<file path="src/hdl/encoder_speed_averager_assert.svh">
// ----------------------------------------------------------------------------
// Encoder speed averager assertion macros
// Concurrent assertion wrappers clocked on clk_i, with and without reset gating.
// ----------------------------------------------------------------------------
`ifndef ENCODER_SPEED_AVERAGER_ASSERT_SVH
`define ENCODER_SPEED_AVERAGER_ASSERT_SVH

`ifndef ASSERT_OFF
`define ESA_ASSERT(lbl, prop) \
  lbl: assert property (@(posedge clk_i) disable iff (!rst_ni) prop) \
    else $error("encoder_speed_averager: assertion failed");
`define ESA_ASSERT_ALWAYS(lbl, prop) \
  lbl: assert property (@(posedge clk_i) prop) \
    else $error("encoder_speed_averager: assertion failed");
`else
`define ESA_ASSERT(lbl, prop)
`define ESA_ASSERT_ALWAYS(lbl, prop)
`endif

`endif

</file>
<file path="src/hdl/esa_pkg.sv">
// ----------------------------------------------------------------------------
// Encoder speed averager package
// Shared widths, reset values, request and register codes, unit status type.
// ----------------------------------------------------------------------------
package esa_pkg;

  localparam int DATA_W       = 16;
  localparam int IN_TDATA_W   = 24;
  localparam int IN_TUSER_W   = 2;
  localparam int OUT_TDATA_W  = 32;
  localparam int CFG_IDX_W    = 1;
  localparam int MUL_A_W      = 22;
  localparam int MUL_B_W      = 16;
  localparam int PROD_W       = MUL_A_W + MUL_B_W;

  localparam int RING_DEPTH_DEF = 8;

  localparam logic [DATA_W-1:0] CPR_RESET  = 16'd4096;
  localparam logic [DATA_W-1:0] RATE_RESET = 16'd100;

  typedef enum logic [IN_TUSER_W-1:0] {
    REQ_OVERFLOW = 2'd0,
    REQ_SAMPLE   = 2'd1,
    REQ_CLEAR    = 2'd2
  } req_e;

  typedef enum logic [CFG_IDX_W-1:0] {
    CFG_CPR  = 1'b0,
    CFG_RATE = 1'b1
  } cfg_e;

  typedef struct packed {
    logic busy;
    logic done;
  } unit_stat_t;

endpackage

</file>
<file path="src/hdl/esa_ram.sv">
// ----------------------------------------------------------------------------
// Generic RAM
// One write port, one read port, registered read data.
// ----------------------------------------------------------------------------
module esa_ram #(
  parameter int WIDTH = 16,
  parameter int DEPTH = 8,
  parameter int AW    = (DEPTH > 1) ? $clog2(DEPTH) : 1
) (
  input  logic             clk_i,
  input  logic             we_i,
  input  logic [AW-1:0]    waddr_i,
  input  logic [WIDTH-1:0] wdata_i,
  input  logic [AW-1:0]    raddr_i,
  output logic [WIDTH-1:0] rdata_o
);

  logic [WIDTH-1:0] mem_q [DEPTH];
  logic [WIDTH-1:0] rdata_q;

  always_ff @(posedge clk_i) begin
    if (we_i) begin
      mem_q[waddr_i] <= wdata_i;
    end
    rdata_q <= mem_q[raddr_i];
  end

  assign rdata_o = rdata_q;

endmodule

</file>
<file path="src/hdl/esa_mul.sv">
// ----------------------------------------------------------------------------
// Encoder speed averager serial multiplier
// Shift-add multiplier taking one multiplier bit per cycle, MSB first.
// ----------------------------------------------------------------------------
module esa_mul #(
  parameter int AW = esa_pkg::MUL_A_W,
  parameter int BW = esa_pkg::MUL_B_W
) (
  input  logic                clk_i,
  input  logic                rst_ni,
  input  logic                start_i,
  input  logic [AW-1:0]       a_i,
  input  logic [BW-1:0]       b_i,
  output logic [AW+BW-1:0]    prod_o,
  output esa_pkg::unit_stat_t stat_o
);

  import esa_pkg::*;

  localparam int PW = AW + BW;
  localparam int CW = $clog2(BW + 1);

  logic [AW-1:0] a_q;
  logic [BW-1:0] b_q;
  logic [PW-1:0] acc_q;
  logic [CW-1:0] cnt_q;
  logic          busy_q;
  logic          done_q;

  always_ff @(posedge clk_i or negedge rst_ni) begin
    if (!rst_ni) begin
      busy_q <= 1'b0;
      done_q <= 1'b0;
      cnt_q  <= '0;
    end else begin
      done_q <= 1'b0;
      if (start_i) begin
        busy_q <= 1'b1;
        cnt_q  <= CW'(BW);
      end else if (busy_q) begin
        cnt_q <= cnt_q - CW'(1);
        if (cnt_q == CW'(1)) begin
          busy_q <= 1'b0;
          done_q <= 1'b1;
        end
      end
    end
  end

  always_ff @(posedge clk_i) begin
    if (start_i) begin
      a_q   <= a_i;
      b_q   <= b_i;
      acc_q <= '0;
    end else if (busy_q) begin
      acc_q <= {acc_q[PW-2:0], 1'b0} + (b_q[BW-1] ? PW'(a_q) : '0);
      b_q   <= {b_q[BW-2:0], 1'b0};
    end
  end

  assign prod_o      = acc_q;
  assign stat_o.busy = busy_q;
  assign stat_o.done = done_q;

endmodule

</file>
<file path="src/hdl/esa_div.sv">
// ----------------------------------------------------------------------------
// Encoder speed averager serial divider
// Restoring unsigned divider retiring one quotient bit per cycle.
// ----------------------------------------------------------------------------
module esa_div #(
  parameter int NW = esa_pkg::PROD_W,
  parameter int DW = esa_pkg::DATA_W
) (
  input  logic                clk_i,
  input  logic                rst_ni,
  input  logic                start_i,
  input  logic [NW-1:0]       num_i,
  input  logic [DW-1:0]       den_i,
  output logic [NW-1:0]       quot_o,
  output esa_pkg::unit_stat_t stat_o
);

  import esa_pkg::*;

  localparam int CW = $clog2(NW + 1);

  logic [NW-1:0] num_q;
  logic [DW-1:0] rem_q;
  logic [DW-1:0] den_q;
  logic [CW-1:0] cnt_q;
  logic          busy_q;
  logic          done_q;
  logic [DW:0]   trial;
  logic [DW:0]   diff;
  logic          ge;

  assign trial = {rem_q, num_q[NW-1]};
  assign diff  = trial - {1'b0, den_q};
  assign ge    = (trial >= {1'b0, den_q});

  always_ff @(posedge clk_i or negedge rst_ni) begin
    if (!rst_ni) begin
      busy_q <= 1'b0;
      done_q <= 1'b0;
      cnt_q  <= '0;
    end else begin
      done_q <= 1'b0;
      if (start_i) begin
        busy_q <= 1'b1;
        cnt_q  <= CW'(NW);
      end else if (busy_q) begin
        cnt_q <= cnt_q - CW'(1);
        if (cnt_q == CW'(1)) begin
          busy_q <= 1'b0;
          done_q <= 1'b1;
        end
      end
    end
  end

  always_ff @(posedge clk_i) begin
    if (start_i) begin
      num_q <= num_i;
      den_q <= den_i;
      rem_q <= '0;
    end else if (busy_q) begin
      rem_q <= ge ? diff[DW-1:0] : trial[DW-1:0];
      num_q <= {num_q[NW-2:0], ge};
    end
  end

  assign quot_o      = num_q;
  assign stat_o.busy = busy_q;
  assign stat_o.done = done_q;

endmodule

</file>
<file path="src/hdl/encoder_speed_averager.sv">
// ----------------------------------------------------------------------------
// Encoder speed averager
// Per-sample encoder delta and ring-averaged rpm for one encoder channel.
// ----------------------------------------------------------------------------
// Channel   Direction  Payload
// s_axis    in         tuser: req_type; tdata: counter_value, count_down
// m_axis    out        tdata: delta_counts, avg_rpm
// cfg       in         index 0 counts_per_rev, index 1 sample_rate_hz
//
// Overflow and clear transactions complete in the idle state. A speed sample
// takes two passes through the 38-step serial divider and two through the
// 16-step serial multiplier (one multiplier pass for the first after a clear).
// Reset clears history and loads default configuration at once; no sweep.
// A finished result waits in the output register while the next item is taken;
// the following sample stalls at its end until that register is free.
// ----------------------------------------------------------------------------
`include "encoder_speed_averager_assert.svh"

module encoder_speed_averager #(
  parameter int RING_DEPTH = esa_pkg::RING_DEPTH_DEF
) (
  input  logic                              clk_i,
  input  logic                              rst_ni,
  input  logic                              s_axis_tvalid,
  output logic                              s_axis_tready,
  // [15:0] counter_value, [16] count_down, [23:17] zero
  input  logic [esa_pkg::IN_TDATA_W-1:0]    s_axis_tdata,
  // [1:0] req_type
  input  logic [esa_pkg::IN_TUSER_W-1:0]    s_axis_tuser,
  output logic                              m_axis_tvalid,
  input  logic                              m_axis_tready,
  // [15:0] delta_counts, [31:16] avg_rpm
  output logic [esa_pkg::OUT_TDATA_W-1:0]   m_axis_tdata,
  input  logic                              cfg_valid_i,
  output logic                              cfg_ready_o,
  input  logic [esa_pkg::CFG_IDX_W-1:0]     cfg_index_i,
  input  logic [esa_pkg::DATA_W-1:0]        cfg_data_i
);

  import esa_pkg::*;

  localparam int PW    = (RING_DEPTH > 1) ? $clog2(RING_DEPTH) : 1;
  localparam int SUM_W = DATA_W + $clog2(RING_DEPTH);

  typedef enum logic [2:0] {
    ST_IDLE,
    ST_WRAP,
    ST_RING,
    ST_AVG,
    ST_SCALE,
    ST_RPM,
    ST_DONE
  } state_e;

  state_e                   state_q;
  logic [DATA_W-1:0]        cpr_q;
  logic [DATA_W-1:0]        rate_q;
  logic [DATA_W-1:0]        ovf_q;
  logic [DATA_W-1:0]        prev_q;
  logic                     first_q;
  logic [PW-1:0]            pos_q;
  logic signed [SUM_W-1:0]  sum_q;
  logic [RING_DEPTH-1:0]    valid_q;
  logic                     m_tvalid_q;
  logic [OUT_TDATA_W-1:0]   m_tdata_q;

  logic [DATA_W-1:0]        cnt_q;
  logic                     down_q;
  logic [DATA_W-1:0]        delta_q;
  logic                     neg_q;
  logic [DATA_W-1:0]        rpm_q;

  req_e                     req;
  logic                     in_acc;
  logic                     sample_acc;

  logic                     mul_start;
  logic [MUL_A_W-1:0]       mul_a;
  logic [MUL_B_W-1:0]       mul_b;
  logic [PROD_W-1:0]        mul_p;
  unit_stat_t               mul_stat;

  logic                     div_start;
  logic [PROD_W-1:0]        div_n;
  logic [DATA_W-1:0]        div_d;
  logic [PROD_W-1:0]        div_q;
  unit_stat_t               div_stat;

  logic [DATA_W-1:0]        ram_rdata;
  logic signed [DATA_W-1:0] old_s;
  logic signed [DATA_W-1:0] delta_s;
  logic signed [SUM_W-1:0]  sum_new;
  logic [SUM_W-1:0]         sum_mag;
  logic [MUL_A_W-1:0]       rate60;
  logic [DATA_W-1:0]        cpr_div;
  logic [DATA_W-1:0]        moved;
  logic [DATA_W-1:0]        wraps;
  logic [DATA_W-1:0]        delta_new;
  logic [DATA_W-1:0]        quot16;

  assign req           = req_e'(s_axis_tuser);
  assign s_axis_tready = (state_q == ST_IDLE);
  assign in_acc        = s_axis_tvalid && s_axis_tready;
  assign sample_acc    = in_acc && (req == REQ_SAMPLE);
  assign cfg_ready_o   = 1'b1;
  assign m_axis_tvalid = m_tvalid_q;
  assign m_axis_tdata  = m_tdata_q;

  assign rate60  = MUL_A_W'({rate_q, 6'b0}) - MUL_A_W'({rate_q, 2'b0});
  assign cpr_div = (cpr_q == '0) ? DATA_W'(1) : cpr_q;

  assign mul_start = (sample_acc && !first_q) || (state_q == ST_AVG && div_stat.done);
  assign mul_a     = (state_q == ST_IDLE) ? MUL_A_W'(cpr_q) : rate60;
  assign mul_b     = (state_q == ST_IDLE) ? ovf_q : div_q[MUL_B_W-1:0];

  assign old_s   = valid_q[pos_q] ? signed'(ram_rdata) : '0;
  assign delta_s = signed'(delta_q);
  assign sum_new = sum_q - SUM_W'(old_s) + SUM_W'(delta_s);
  assign sum_mag = sum_new[SUM_W-1] ? SUM_W'(-sum_new) : SUM_W'(sum_new);

  assign div_start = (state_q == ST_RING) || (state_q == ST_SCALE && mul_stat.done);
  assign div_n     = (state_q == ST_RING) ? PROD_W'(sum_mag) : mul_p;
  assign div_d     = (state_q == ST_RING) ? DATA_W'(RING_DEPTH) : cpr_div;

  assign moved     = cnt_q - prev_q;
  assign wraps     = mul_p[DATA_W-1:0];
  assign delta_new = down_q ? (wraps - moved) : (moved + wraps);
  assign quot16    = div_q[DATA_W-1:0];

  esa_mul #(
    .AW(MUL_A_W),
    .BW(MUL_B_W)
  ) u_mul (
    .clk_i  (clk_i),
    .rst_ni (rst_ni),
    .start_i(mul_start),
    .a_i    (mul_a),
    .b_i    (mul_b),
    .prod_o (mul_p),
    .stat_o (mul_stat)
  );

  esa_div #(
    .NW(PROD_W),
    .DW(DATA_W)
  ) u_div (
    .clk_i  (clk_i),
    .rst_ni (rst_ni),
    .start_i(div_start),
    .num_i  (div_n),
    .den_i  (div_d),
    .quot_o (div_q),
    .stat_o (div_stat)
  );

  esa_ram #(
    .WIDTH(DATA_W),
    .DEPTH(RING_DEPTH),
    .AW   (PW)
  ) u_ring (
    .clk_i  (clk_i),
    .we_i   (state_q == ST_RING),
    .waddr_i(pos_q),
    .wdata_i(delta_q),
    .raddr_i(pos_q),
    .rdata_o(ram_rdata)
  );

  always_ff @(posedge clk_i or negedge rst_ni) begin
    if (!rst_ni) begin
      state_q    <= ST_IDLE;
      cpr_q      <= CPR_RESET;
      rate_q     <= RATE_RESET;
      ovf_q      <= '0;
      prev_q     <= '0;
      first_q    <= 1'b1;
      pos_q      <= '0;
      sum_q      <= '0;
      valid_q    <= '0;
      m_tvalid_q <= 1'b0;
    end else begin
      if (cfg_valid_i && cfg_ready_o) begin
        unique case (cfg_e'(cfg_index_i))
          CFG_CPR:  cpr_q  <= cfg_data_i;
          CFG_RATE: rate_q <= cfg_data_i;
          default:  cpr_q  <= cpr_q;
        endcase
      end
      if (m_tvalid_q && m_axis_tready && state_q != ST_DONE) begin
        m_tvalid_q <= 1'b0;
      end
      unique case (state_q)
        ST_IDLE: begin
          if (in_acc) begin
            unique case (req)
              REQ_OVERFLOW: begin
                if (ovf_q != '1) begin
                  ovf_q <= ovf_q + DATA_W'(1);
                end
              end
              REQ_CLEAR: begin
                valid_q <= '0;
                pos_q   <= '0;
                sum_q   <= '0;
                first_q <= 1'b1;
              end
              REQ_SAMPLE: begin
                state_q <= first_q ? ST_RING : ST_WRAP;
                first_q <= 1'b0;
              end
              default: state_q <= ST_IDLE;
            endcase
          end
        end
        ST_WRAP: begin
          if (mul_stat.done) begin
            state_q <= ST_RING;
          end
        end
        ST_RING: begin
          ovf_q          <= '0;
          prev_q         <= cnt_q;
          sum_q          <= sum_new;
          valid_q[pos_q] <= 1'b1;
          pos_q          <= (pos_q == PW'(RING_DEPTH - 1)) ? '0 : pos_q + PW'(1);
          state_q        <= ST_AVG;
        end
        ST_AVG: begin
          if (div_stat.done) begin
            state_q <= ST_SCALE;
          end
        end
        ST_SCALE: begin
          if (mul_stat.done) begin
            state_q <= ST_RPM;
          end
        end
        ST_RPM: begin
          if (div_stat.done) begin
            state_q <= ST_DONE;
          end
        end
        ST_DONE: begin
          if (!m_tvalid_q || m_axis_tready) begin
            m_tvalid_q <= 1'b1;
            state_q    <= ST_IDLE;
          end
        end
        default: state_q <= ST_IDLE;
      endcase
    end
  end

  always_ff @(posedge clk_i) begin
    if (sample_acc) begin
      cnt_q   <= s_axis_tdata[DATA_W-1:0];
      down_q  <= s_axis_tdata[DATA_W];
      delta_q <= '0;
    end
    if (state_q == ST_WRAP && mul_stat.done) begin
      delta_q <= delta_new;
    end
    if (state_q == ST_RING) begin
      neg_q <= sum_new[SUM_W-1];
    end
    if (state_q == ST_RPM && div_stat.done) begin
      rpm_q <= neg_q ? (DATA_W'(0) - quot16) : quot16;
    end
    if (state_q == ST_DONE && (!m_tvalid_q || m_axis_tready)) begin
      m_tdata_q <= {rpm_q, delta_q};
    end
  end

  `ESA_ASSERT(a_out_from_done, $rose(m_axis_tvalid) |-> $past(state_q == ST_DONE))
  `ESA_ASSERT_ALWAYS(a_units_exclusive, !rst_ni || !(mul_stat.busy && div_stat.busy))
  `ESA_ASSERT(a_sample_blocks, (s_axis_tvalid && s_axis_tready && s_axis_tuser == REQ_SAMPLE) |=> !s_axis_tready)
  `ESA_ASSERT(a_pos_range, pos_q <= PW'(RING_DEPTH - 1))

endmodule
</file>
<file path="config.mk">
export PLATFORM = sky130hd
export DESIGN_NAME = encoder_speed_averager
export DESIGN_NICKNAME = d
export VERILOG_FILES = /design/src/hdl/esa_pkg.sv /design/src/hdl/esa_ram.sv /design/src/hdl/esa_mul.sv /design/src/hdl/esa_div.sv /design/src/hdl/encoder_speed_averager.sv
export VERILOG_INCLUDE_DIRS = /design/src /design/src/hdl
export SDC_FILE = /design/constraint.sdc
export NUM_CORES = 1
export LEC_CHECK = 0
export ABC_AREA = 1
export BUFFER_PORTS_ARGS = -buffer_cell sky130_fd_sc_hd__buf_2
export CORE_UTILIZATION = 50
export DETAILED_ROUTE_END_ITERATION = 12
export GPL_TIMING_DRIVEN = 0
export PLACE_DENSITY = 0.73
export RECOVER_POWER = 100
export SLEW_MARGIN = 5
export SYNTH_ARGS = -nofsm -noshare
export SYNTH_HDL_FRONTEND = slang
export SYNTH_SLANG_ARGS = --single-unit
</file>
<file path="constraint.sdc">
create_clock -name clk_i -period 3.81 [get_ports clk_i]
set_input_delay 0.1905 -clock clk_i [delete_from_list [all_inputs] [get_ports clk_i]]
set_output_delay 0.1905 -clock clk_i [all_outputs]
set_load 0.02 [all_outputs]
</file>
### Word-level counts from Yosys, hierarchy flattened

Memories as Yosys holds them, arrays and structs flattened. A register that Yosys moved wholly into a read port is not among the register bits.
Index checks and enable logic that the tools add are counted.

* add/sub/neg operators: 14
* $lt $le $gt $ge: 3
* equal/unequal tests: 23
* multiplexer cells: 65
* bitwise operators: 2
* reductions and logical operators: 32

Operator list (count)
* two-way mux 16 bit: 13
* two-way mux 38 bit: 3
* two-way mux 19 bit: 3
* subtractor 16 bit: 3
* adder 38 bit: 1
* one-hot mux 19 bit (2 select lines): 1
* one-hot mux 16 bit (2 select lines): 1
* two-way mux 3 bit: 9
* two-way mux 22 bit: 1
* subtractor 22 x 18 -> 22 bit: 1
* one-hot mux 3 bit (7 select lines): 1
* adder 19 x 16 -> 19 bit: 1
* two-way mux 1 bit: 19
* negation 19 bit: 1
* subtractor 19 x 16 -> 19 bit: 1
* inequality test 2 x 1 -> 1 bit, second input constant: 9
* >= comparator 17 x 16 -> 1 bit: 1
* adder 16 x 1 -> 16 bit, second input constant: 1
* adder 16 bit: 1
* logical NOT 16 bit: 1
* two-way mux 8 bit: 2
* inequality test 16 bit, second input constant: 1
* one-hot mux 8 bit (2 select lines): 1
* subtractor 1 x 16 -> 16 bit, first input constant: 1
* other kinds (35): 62

* register bits: 342
* bits in writable memories: 128
* output and inout port bits: 35
* logic and storage cells: 170
* memories kept: 1

Memory list
* u_ring.mem_q: depth 8, bits a word 16, read ports 1, clocked after Yosys merged registers in 1, wr ports 1, line esa_ram.sv:18 `logic [WIDTH-1:0] mem_q [DEPTH];`

### Longest topological paths before layout

Gate-level depths: netlist of run 1.

* depth after elaboration: 9
* gate-level depth with buffers: 30
* mapped depth without buffers: 28

### Cells and area by module

Synthesis of run 1 repeated with hierarchy kept, for this count alone.

* cells, all modules: 3652
* area total of the unflattened synthesis: 28723.8 µm²

By module, submodules not included
* encoder_speed_averager: instances 1, cells each 1742, area an instance 13052.5 µm², seq. area each 4946.0 µm²
* esa_ram: instances 1, cells each 587, area an instance 5989.5 µm², seq. area each 4164.0 µm²
* esa_mul: instances 1, cells each 776, area an instance 5296.3 µm², seq. area each 2077.0 µm²
* esa_div: instances 1, cells each 547, area an instance 4385.5 µm², seq. area each 2142.1 µm²

### Worst setup path after synthesis of run 1

OpenSTA, ideal clock, no wires.

* path type: reg-to-reg
* from: register pos_q[0]
* to: register u_div.num_q[15], in the netlist u_div.quot_o[15], data pin
* setup time: 0.282 ns
* data arrival time: 3.505 ns
* data required time: 3.528 ns
* path slack: 0.023 ns
* cell stages (with the launch flop): 28
* path buffers: 4
* clock period less this slack: 3.787 ns
* cell sequence: dfrtp_1 -> buf_6 -> buf_6 -> o211ai_2 -> nand2_2 -> nor2_8 -> buf_1 -> nor2_1 -> fa_1 -> inv_1 -> ha_1 -> nand2_1 -> nor2_1 -> and2_1 -> nand2_1 -> nand2_1 -> nand2_1 -> nand2_1 -> inv_1 -> nand2_2 -> nand2_4 -> inv_4 -> buf_8 -> nand2_2 -> o21ai_2 -> nand2_1 -> nand2_1 -> o21ai_2

* longest elaborated chain between the ends: 9

RTL lines
* start: declaration: line encoder_speed_averager.sv:61 `logic [PW-1:0] pos_q;`
* start signal: assignment: line encoder_speed_averager.sv:225 `pos_q <= (pos_q == PW'(RING_DEPTH - 1)) ? '0 : pos_q + PW'(1);`
* binary-select mux 1 bit (select 3 bit) (*): line encoder_speed_averager.sv:116 `assign old_s = valid_q[pos_q] ? signed'(ram_rdata) : '0;`
* two-way mux 1 bit (implied by the code) (*): line encoder_speed_averager.sv:116
* two-way mux 16 bit (*): line encoder_speed_averager.sv:116
* subtractor 19 x 16 -> 19 bit (*): line encoder_speed_averager.sv:118 `assign sum_new = sum_q - SUM_W'(old_s) + SUM_W'(delta_s);`
* adder 19 x 16 -> 19 bit (*): line encoder_speed_averager.sv:118
* negation 19 bit: line encoder_speed_averager.sv:119 `assign sum_mag = sum_new[SUM_W-1] ? SUM_W'(-sum_new) : SUM_W'(sum_new);`
* two-way mux 19 bit (*): line encoder_speed_averager.sv:119
* two-way mux 38 bit (*): line encoder_speed_averager.sv:122 `assign div_n = (state_q == ST_RING) ? PROD_W'(sum_mag) : mul_p;`
* two-way mux 38 bit (*): line esa_div.sv:57 `if (start_i) begin`
* end signal: assignment: line esa_div.sv:58 `num_q <= num_i;`
* end signal: assignment: line esa_div.sv:63 `num_q <= {num_q[NW-2:0], ge};`
* end: declaration: line esa_div.sv:22 `logic [NW-1:0] num_q;`

Mark *: on every way between the ends. The rest lies on a longest branch, timed or not. The select of a mux whose other input is x is not followed.
A chain may end at the register's enable or synchronous reset.

### Worst setup path in the final report of run 1

* from: register pos_q[0]
* to: register u_div.num_q[12], in the netlist u_div.quot_o[12], data pin

Same word-level chain as after synthesis.

==> flow_metrics.tcl, run 1 <==
set metrics [dict create \
    cts_root_buf "clkbuf_16" \
    synth_fa_ha_area_share_pct 7.06 \
    min_to "cpr_q[0]" \
    grt_max_degree 72 \
    synth_top_family_by_area "simple AND/OR/NAND/NOR gates" \
    antenna_found_initial 0 \
    via_count 21755 \
    arrival_ps 4320 \
    drive_gt1_share_pct 14.2 \
    yosysTopAreaCellShare_pct 34.7 \
    clk_pin_slew_ps 60 \
    area.growth.synth_to_final_pct 18.7 \
    total_power_mw 12.8 \
    finalInstanceArea_um2 31000 \
    finalWirelength_um 70800 \
    postLayoutCoreUtil_pct 60.3 \
    synthArstFlopShare_pct 23.5 \
    grt_pass1_wl_um 110000 \
    max-slew-margin-rel_pct -93.0 \
    cts.path.max_buffers 3 \
    ys_ff_latch 486 \
    irDropWorstVdd_mv 0.304 \
    synthTopCellsByArea "edfxtp_1, dfrtp_1, nand2_1" \
    synthXorXnorAreaFrac_pct 2.95 \
    max_freq_mhz 252 \
    viasPerCell 5.55 \
    synth_compound_area_share_pct 12.0 \
    fin_crit_sh_pct 104 \
    min_from "cfg_index_i" \
    status "finished with violations" \
    avgRoutedWirePerCell_um 18.1 \
    synth_edf_count 302 \
    worstSetupEndpointType "flip-flop" \
    dp.cells 3738 \
    synth.most_common_cell "nand2_1" \
    finalCriticalPeriod_ps 3960 \
    num-nets-final 3380 \
    drv_cap 1 \
    leakagePower_nw 13.2 \
    setup.worst_path.start_class "flip-flop" \
    antennaDiodeCount 0 \
    ys_warn_count 0 \
    htreeDepth 2 \
    yosys.area_share.simple_pct 18.7 \
    regToRegStartpoint "pos_q[0]" \
    tritoncts "done" \
    finClkSkew_ps 16.6 \
    grt_pass1_vias 20681 \
    grt_use_total_pct 26.3 \
    syn-cell-area_um2 26100 \
    synth_mux_area_share_pct 0 \
    cts_buffers 50 \
    drtAntennaViolNets 0 \
    portBuffers 74 \
    die_h_um 230 \
    place_area_um2 27600 \
    netlist_instances 2972 \
    cellPowerDensity_nw_per_um2 414 \
    place_congestion 0.967 \
    dr.pass1.iters 5 \
    syn-num-nets 3154 \
    synth_common_cells "nand2_1, inv_1, edfxtp_1, nor2_1, o21ai_0" \
    required_ps 4160 \
    instances_no_fill 3919 \
    critPathMaxFanout 8 \
    drv_slew 44 \
    drc_errors 0 \
    overflow 0 \
    drt_iter0_drc 2291 \
    setup_slack_ps -153 \
    hpwl_um 50200 \
    regToRegEndpoint "u_div.quot_o[12]" \
    rsz0062_at_grt "true" \
    cts.sinks 486 \
    holdCritPathClass "input pin to flip-flop" \
    coreArea_um2 51400 \
    tightest_slew_ps 2890 \
    die_x_um 230 \
    hold_depth 5 \
    synth_cell_types 57 \
    placementRows 83 \
    path_class "flip-flop to flip-flop" \
    synth_top_area_cell "edfxtp_1" \
    fin_hold_ws_ps 98.9 \
    synth_ff_type "edfxtp_1" \
    hold_viol 0 \
    io_pins 83 \
    start_util_pct 50.8 \
    reg2reg_depth 24 \
    violations "capacitance limit, slew limit, setup timing" \
    report.final.setup_viol 17 \
    die_area_um2 53100 \
    r2r_slack_ps -150 \
    syn_avg_cell_area_um2 8.78 \
    ys_seq_area_share_pct 51.1 \
    worstSkewPairLatency_ps 610 \
]
-- flip-flops by register name, summed over array words and instances (netlist names), 5 cells and up --
| name | flops |
|---|---|
| u_ring.mem_q | 128 |
| u_div.quot_o | 38 |
| u_mul.prod_o | 38 |
| m_axis_tdata | 32 |
| u_mul.a_q | 22 |
| sum_q | 19 |
| cnt_q | 16 |
| cpr_q | 16 |
| delta_q | 16 |
| ovf_q | 16 |
| prev_q | 16 |
| rate_q | 16 |
| rpm_q | 16 |
| u_div.den_q | 16 |
| u_div.rem_q | 16 |
| u_mul.b_q | 16 |
| u_ring.rdata_o | 16 |
| valid_q | 8 |
| u_div.cnt_q | 6 |
| u_mul.cnt_q | 5 |
-- report_power, final --
group / leakage [nW] / total (mW) / switching (mW) / internal [mW]
Combinational: 8.29 / 1.66 / 0.968 / 0.696
Sequential: 4.13 / 6.18 / 0.257 / 5.92
Clock: 0.815 / 4.99 / 2.14 / 2.85
Total: 13.2 / 12.8 / 3.37 / 9.47
-- worst max-delay path by stage --
stage	from	cells past startpoint	end
floorplan	pos_q[0]	27	u_div.quot_o[15]
global placement	state_q[2]	9	u_mul.b_q[13]
detailed placement	pos_q[0]	25	u_div.quot_o[17]
CTS	pos_q[0]	24	u_div.quot_o[18]
global route	pos_q[0]	24	u_div.quot_o[18]
finish	pos_q[0]	24	u_div.quot_o[12]
-- metrics by stage --
| step | setup TNS [ps] | setup slack, ps |
|---|---|---|
| detailed placement | -11760 | -781 |
| global route | -4940 | -332 |
| floorplan | 0 | 23.3 |
| finish | -1700 | -153 |
| CTS | -507 | -74.8 |
| global placement | -59780 | -825 |
-- logic make-up (layout without fill, tap and decap cells) --
group	count (synthesis)	after routing
adder cells (fa/ha/maj)	134	134
flip-flops	486	486
other	1	1
buffers and inverters	553	820
AND/OR/NAND/NOR	1174	1174
XOR/XNOR	88	88
AO/OA/AOI/OAI	536	536
-- placed cells by master (no fill, tap or decap), types with 18 or more instances in the layout --
cell type      count
nand2_1          616
inv_1            448
edfxtp_1         302
nor2_1           201
o21ai_0          168
a21oi_1          148
dfrtp_1          109
nand3_1          100
clkbuf_1          95
ha_1              89
dfxtp_1           70
nand2_2           66
buf_2             54
xor2_1            54
clkbuf_16         51
buf_4             45
dlygate4sd3_1     39
nor3_1            36
nand4_1           32
xnor2_1           30
inv_2             25
nor2_2            25
a31oi_1           25
o21ai_1           24
a22oi_1           23
o22ai_1           23
o31ai_1           21
fa_1              20
ha_4              19
nor2_4            18
-- per-layer routing --
metal,share of wire [%],track usage [%],vias up
li1,-,-,10341
met1,44,36.8,10417
met2,45,41.7,851
met3,8.3,4.99,146
met4,2.7,7.12,0
met5,0,0,-
-- repair_timing --
item                                   4_1_cts  5_1_grt
cloned                                       2        0
pin swaps                                   54       59
gates resized for setup                    141      135
setup endpoints to repair                   26       27
endpoints found under the hold margin      101        0
hold buffers                                39        0
setup buffers                               28       19
-- cell type report --
type,count,area [um2]
Buffer,76,362
Clock buffer,62,1340
Clock inverter,31,327
Fill cell,4306,20400
Inverter,477,1800
Multi-Input combinational cell,1933,11700
Sequential cell,486,13300
Tap cell,680,851
Timing Repair Buffer,174,1320
-- critical path, stage by stage (launching register included) --
cell and delay [ps]:
dfrtp_1 410, buf_6 150, buf_8 120, o211ai_2 130
nand2_2 100, nor2_8 200, buf_4 150, buf_6 100
nor2_4 50, buf_4 150, fa_1 490, inv_1 50
ha_1 360, a21oi_2 160, nor2_1 60, nor2_2 140
nand2_4 100, nand3_4 100, nand2_4 90, buf_6 140
buf_4 120, nor2_1 140, o21ai_1 80, nand2_1 50
nand2_1 50
No activity file was read; power rests on OpenSTA's default activity.
==> run 2, diff against run 1 <==
- CAP_MARGIN: default -> 25
- CTS_CLUSTER_DIAMETER: default -> 100
- SETUP_SLACK_MARGIN: default -> 0.15
==> run 2 against run 1 <==
  * The run still ends with capacitance limit, slew limit, setup timing left
  * Worst hold slack better by 27 ps
  * Clock power up 1%
  * Sequential cell count unchanged
  * Largest cell class unchanged
  * Final area is 1.9% higher
  * Critical endpoint is now u_div.quot_o[18]
  * Critical path depth unchanged
  * Sequential power barely moved
==> flow_metrics.tcl, run 2 (same netlist as run 1, synthesis figures left out) <==
set metrics [dict create \
    placementRows 83 \
    hold_viol 0 \
    leakagePower_nw 13.4 \
    setup_slack_ps -208 \
    fin_crit_sh_pct 105 \
    cts.sinks 486 \
    antennaDiodeCount 0 \
    slowest_delay_ps 530 \
    grtUsageMet1_pct 36.8 \
    finalWirelength_um 72300 \
    final_cell_mix "nand2_1, inv_1, edfxtp_1" \
    path_class "flip-flop to flip-flop" \
    die_h_um 230 \
    num-nets-final 3395 \
    worstSetupEndpointType "flip-flop" \
    total_power_mw 12.9 \
    drv_slew 55 \
    min_to "first_q" \
    tritoncts "done" \
    dr.pass1.iters 7 \
    path_cells "buf_6 > o211ai_1 > nand2_2 > nor2_8 > buf_12 > buf_8 > nor2_4 > fa_1 > inv_2 > ha_4 > nand2_4 > nor2_2 > nand2_2 > nand3_4 > nand2_2 > nand2_2 > buf_4 > nand3_4 > nor2_4 > nand3_2 > nand3b_1 > nand2_1 > nand2_1 > nand2_1" \
    avgRoutedWirePerCell_um 18.4 \
    cellPowerDensity_nw_per_um2 410 \
    arrival_ps 4480 \
    critPathMaxFanout 8 \
    overflow 0 \
    die_x_um 230 \
    max_freq_mhz 249 \
    cts_buffers 50 \
    rsz0062_at_grt "true" \
    drive_gt1_share_pct 16.0 \
    regToRegStartpoint "pos_q[0]" \
    drt_iter0_drc 2143 \
    fin_setup_tns_ps -1970 \
    report.final.setup_viol 17 \
    critPathTopFamily "simple AND/OR/NAND/NOR gates" \
    io_pins 83 \
    grt_max_degree 61 \
    worstSkewPairLatency_ps 610 \
    slowest_stage "fa_1" \
    r2r_slack_ps -210 \
    violations "capacitance limit, slew limit, setup timing" \
    grt_use_total_pct 26.4 \
    max-slew-margin-rel_pct -134 \
    regToRegEndpoint "u_div.quot_o[18]" \
    min_from "s_axis_tuser[0]" \
    gr-usage-met2_pct 41.4 \
    die_area_um2 53100 \
    drtAntennaViolNets 0 \
    path_common_cell "nand2_2" \
    via_count 22094 \
    area.growth.synth_to_final_pct 20.9 \
    cp.buffers_inverters 5 \
    drv_cap 1 \
    grt_pass1_vias 20948 \
    finalCriticalPeriod_ps 4020 \
    worstSetupPathDepth 24 \
    holdCritPathClass "input pin to flip-flop" \
    start_util_pct 50.8 \
    drc_errors 0 \
    portBuffers 74 \
    hold_depth 3 \
    antenna_found_initial 1 \
    fillers 4201 \
    htreeDepth 2 \
    hpwl_um 51000 \
    viasPerCell 5.61 \
    place_congestion 0.922 \
    coreArea_um2 51400 \
    cts.path.max_buffers 3 \
    postLayoutCoreUtil_pct 61.4 \
    regMostFlops "u_ring.mem_q" \
    largest_reg_flops 128 \
    finClkSkew_ps 20.8 \
    reg2reg_depth 24 \
    required_ps 4270 \
    tightest_slew_ps 3510 \
    grt-busiest-layer "met2" \
    setup.worst_path.start_class "flip-flop" \
    irDropWorstVdd_mv 0.401 \
    clk_pin_slew_ps 70 \
    mostFrequentLayoutCell "nand2_1" \
    use_met3_pct 4.73 \
    cts_root_buf "clkbuf_16" \
    grt_pass1_wl_um 110000 \
    status "finished with violations" \
]
[run 2: changes by cell type in the layout (fill, tap and decap cells not counted), moves of 6 or more]
cell	delta
nand2_4	+9
clkbuf_8	+7
ha_4	+6
nand2_1	-15
buf_4	+6
nand3_1	-9
[run 2: what timing repair did]
action | in CTS | in global routing
endpoints found under the hold margin | 105 | 0
pin swaps | 61 | 82
gates cloned | 2 | 1
setup endpoints to repair | 27 | 31
buffers inserted | 37 | 22
resized for setup | 162 | 201
hold buffers | 40 | 0
[run 2: through the flow]
step	instances	setup WS, ps	hold WS (ps)	area, um2
global placement	3726	-880	371	27300
global route	3935	-335	131	31600
finish	3935	-208	126	31600
floorplan	2972	178	-105	26100
CTS	3912	-40.3	72.0	30600
detailed placement	3739	-560	190	27600
[run 2: layout make-up]
cell class              count  area [um2]  share of cell area, %
multi-input cells        1933       12000                   38.0
flip-flops and latches    486       13300                   42.2
well taps                 680         851                   2.70
repair buffers            189        1500                   4.77
inverters                 477        1810                   5.72
plain buffers              76         365                   1.16
clock inverters            27         303                  0.959
clock buffers              67        1410                   4.46
[run 2: layer usage]
metal | vias to the layer above | share of wire (%)
met5 | - | 0
met4 | 0 | 3.4
met3 | 185 | 8.0
met2 | 903 | 46
met1 | 10654 | 43
li1 | 10352 | -
[run 2: power by group]
part / internal [mW] / switching [mW]
Sequential: 5.92 / 0.262
Combinational: 0.698 / 0.979
Clock: 2.96 / 2.11
[run 2: how the worst max path moves through the flow]
stage,to,slack [ps],from
after floorplan,u_div.quot_o[15],180,pos_q[0]
after global placement,u_mul.b_q[14],-880,state_q[2]
after CTS,u_div.quot_o[17],-40,pos_q[0]
after global routing,u_div.quot_o[18],-340,pos_q[0]
final,u_div.quot_o[18],-210,pos_q[0]
after detailed placement,u_div.quot_o[17],-560,pos_q[0]
[run 2: tightest hold or removal path, cell delays in order]
cell and delay [ps]:
buf_2 140, ha_1 260, o21ai_0 120
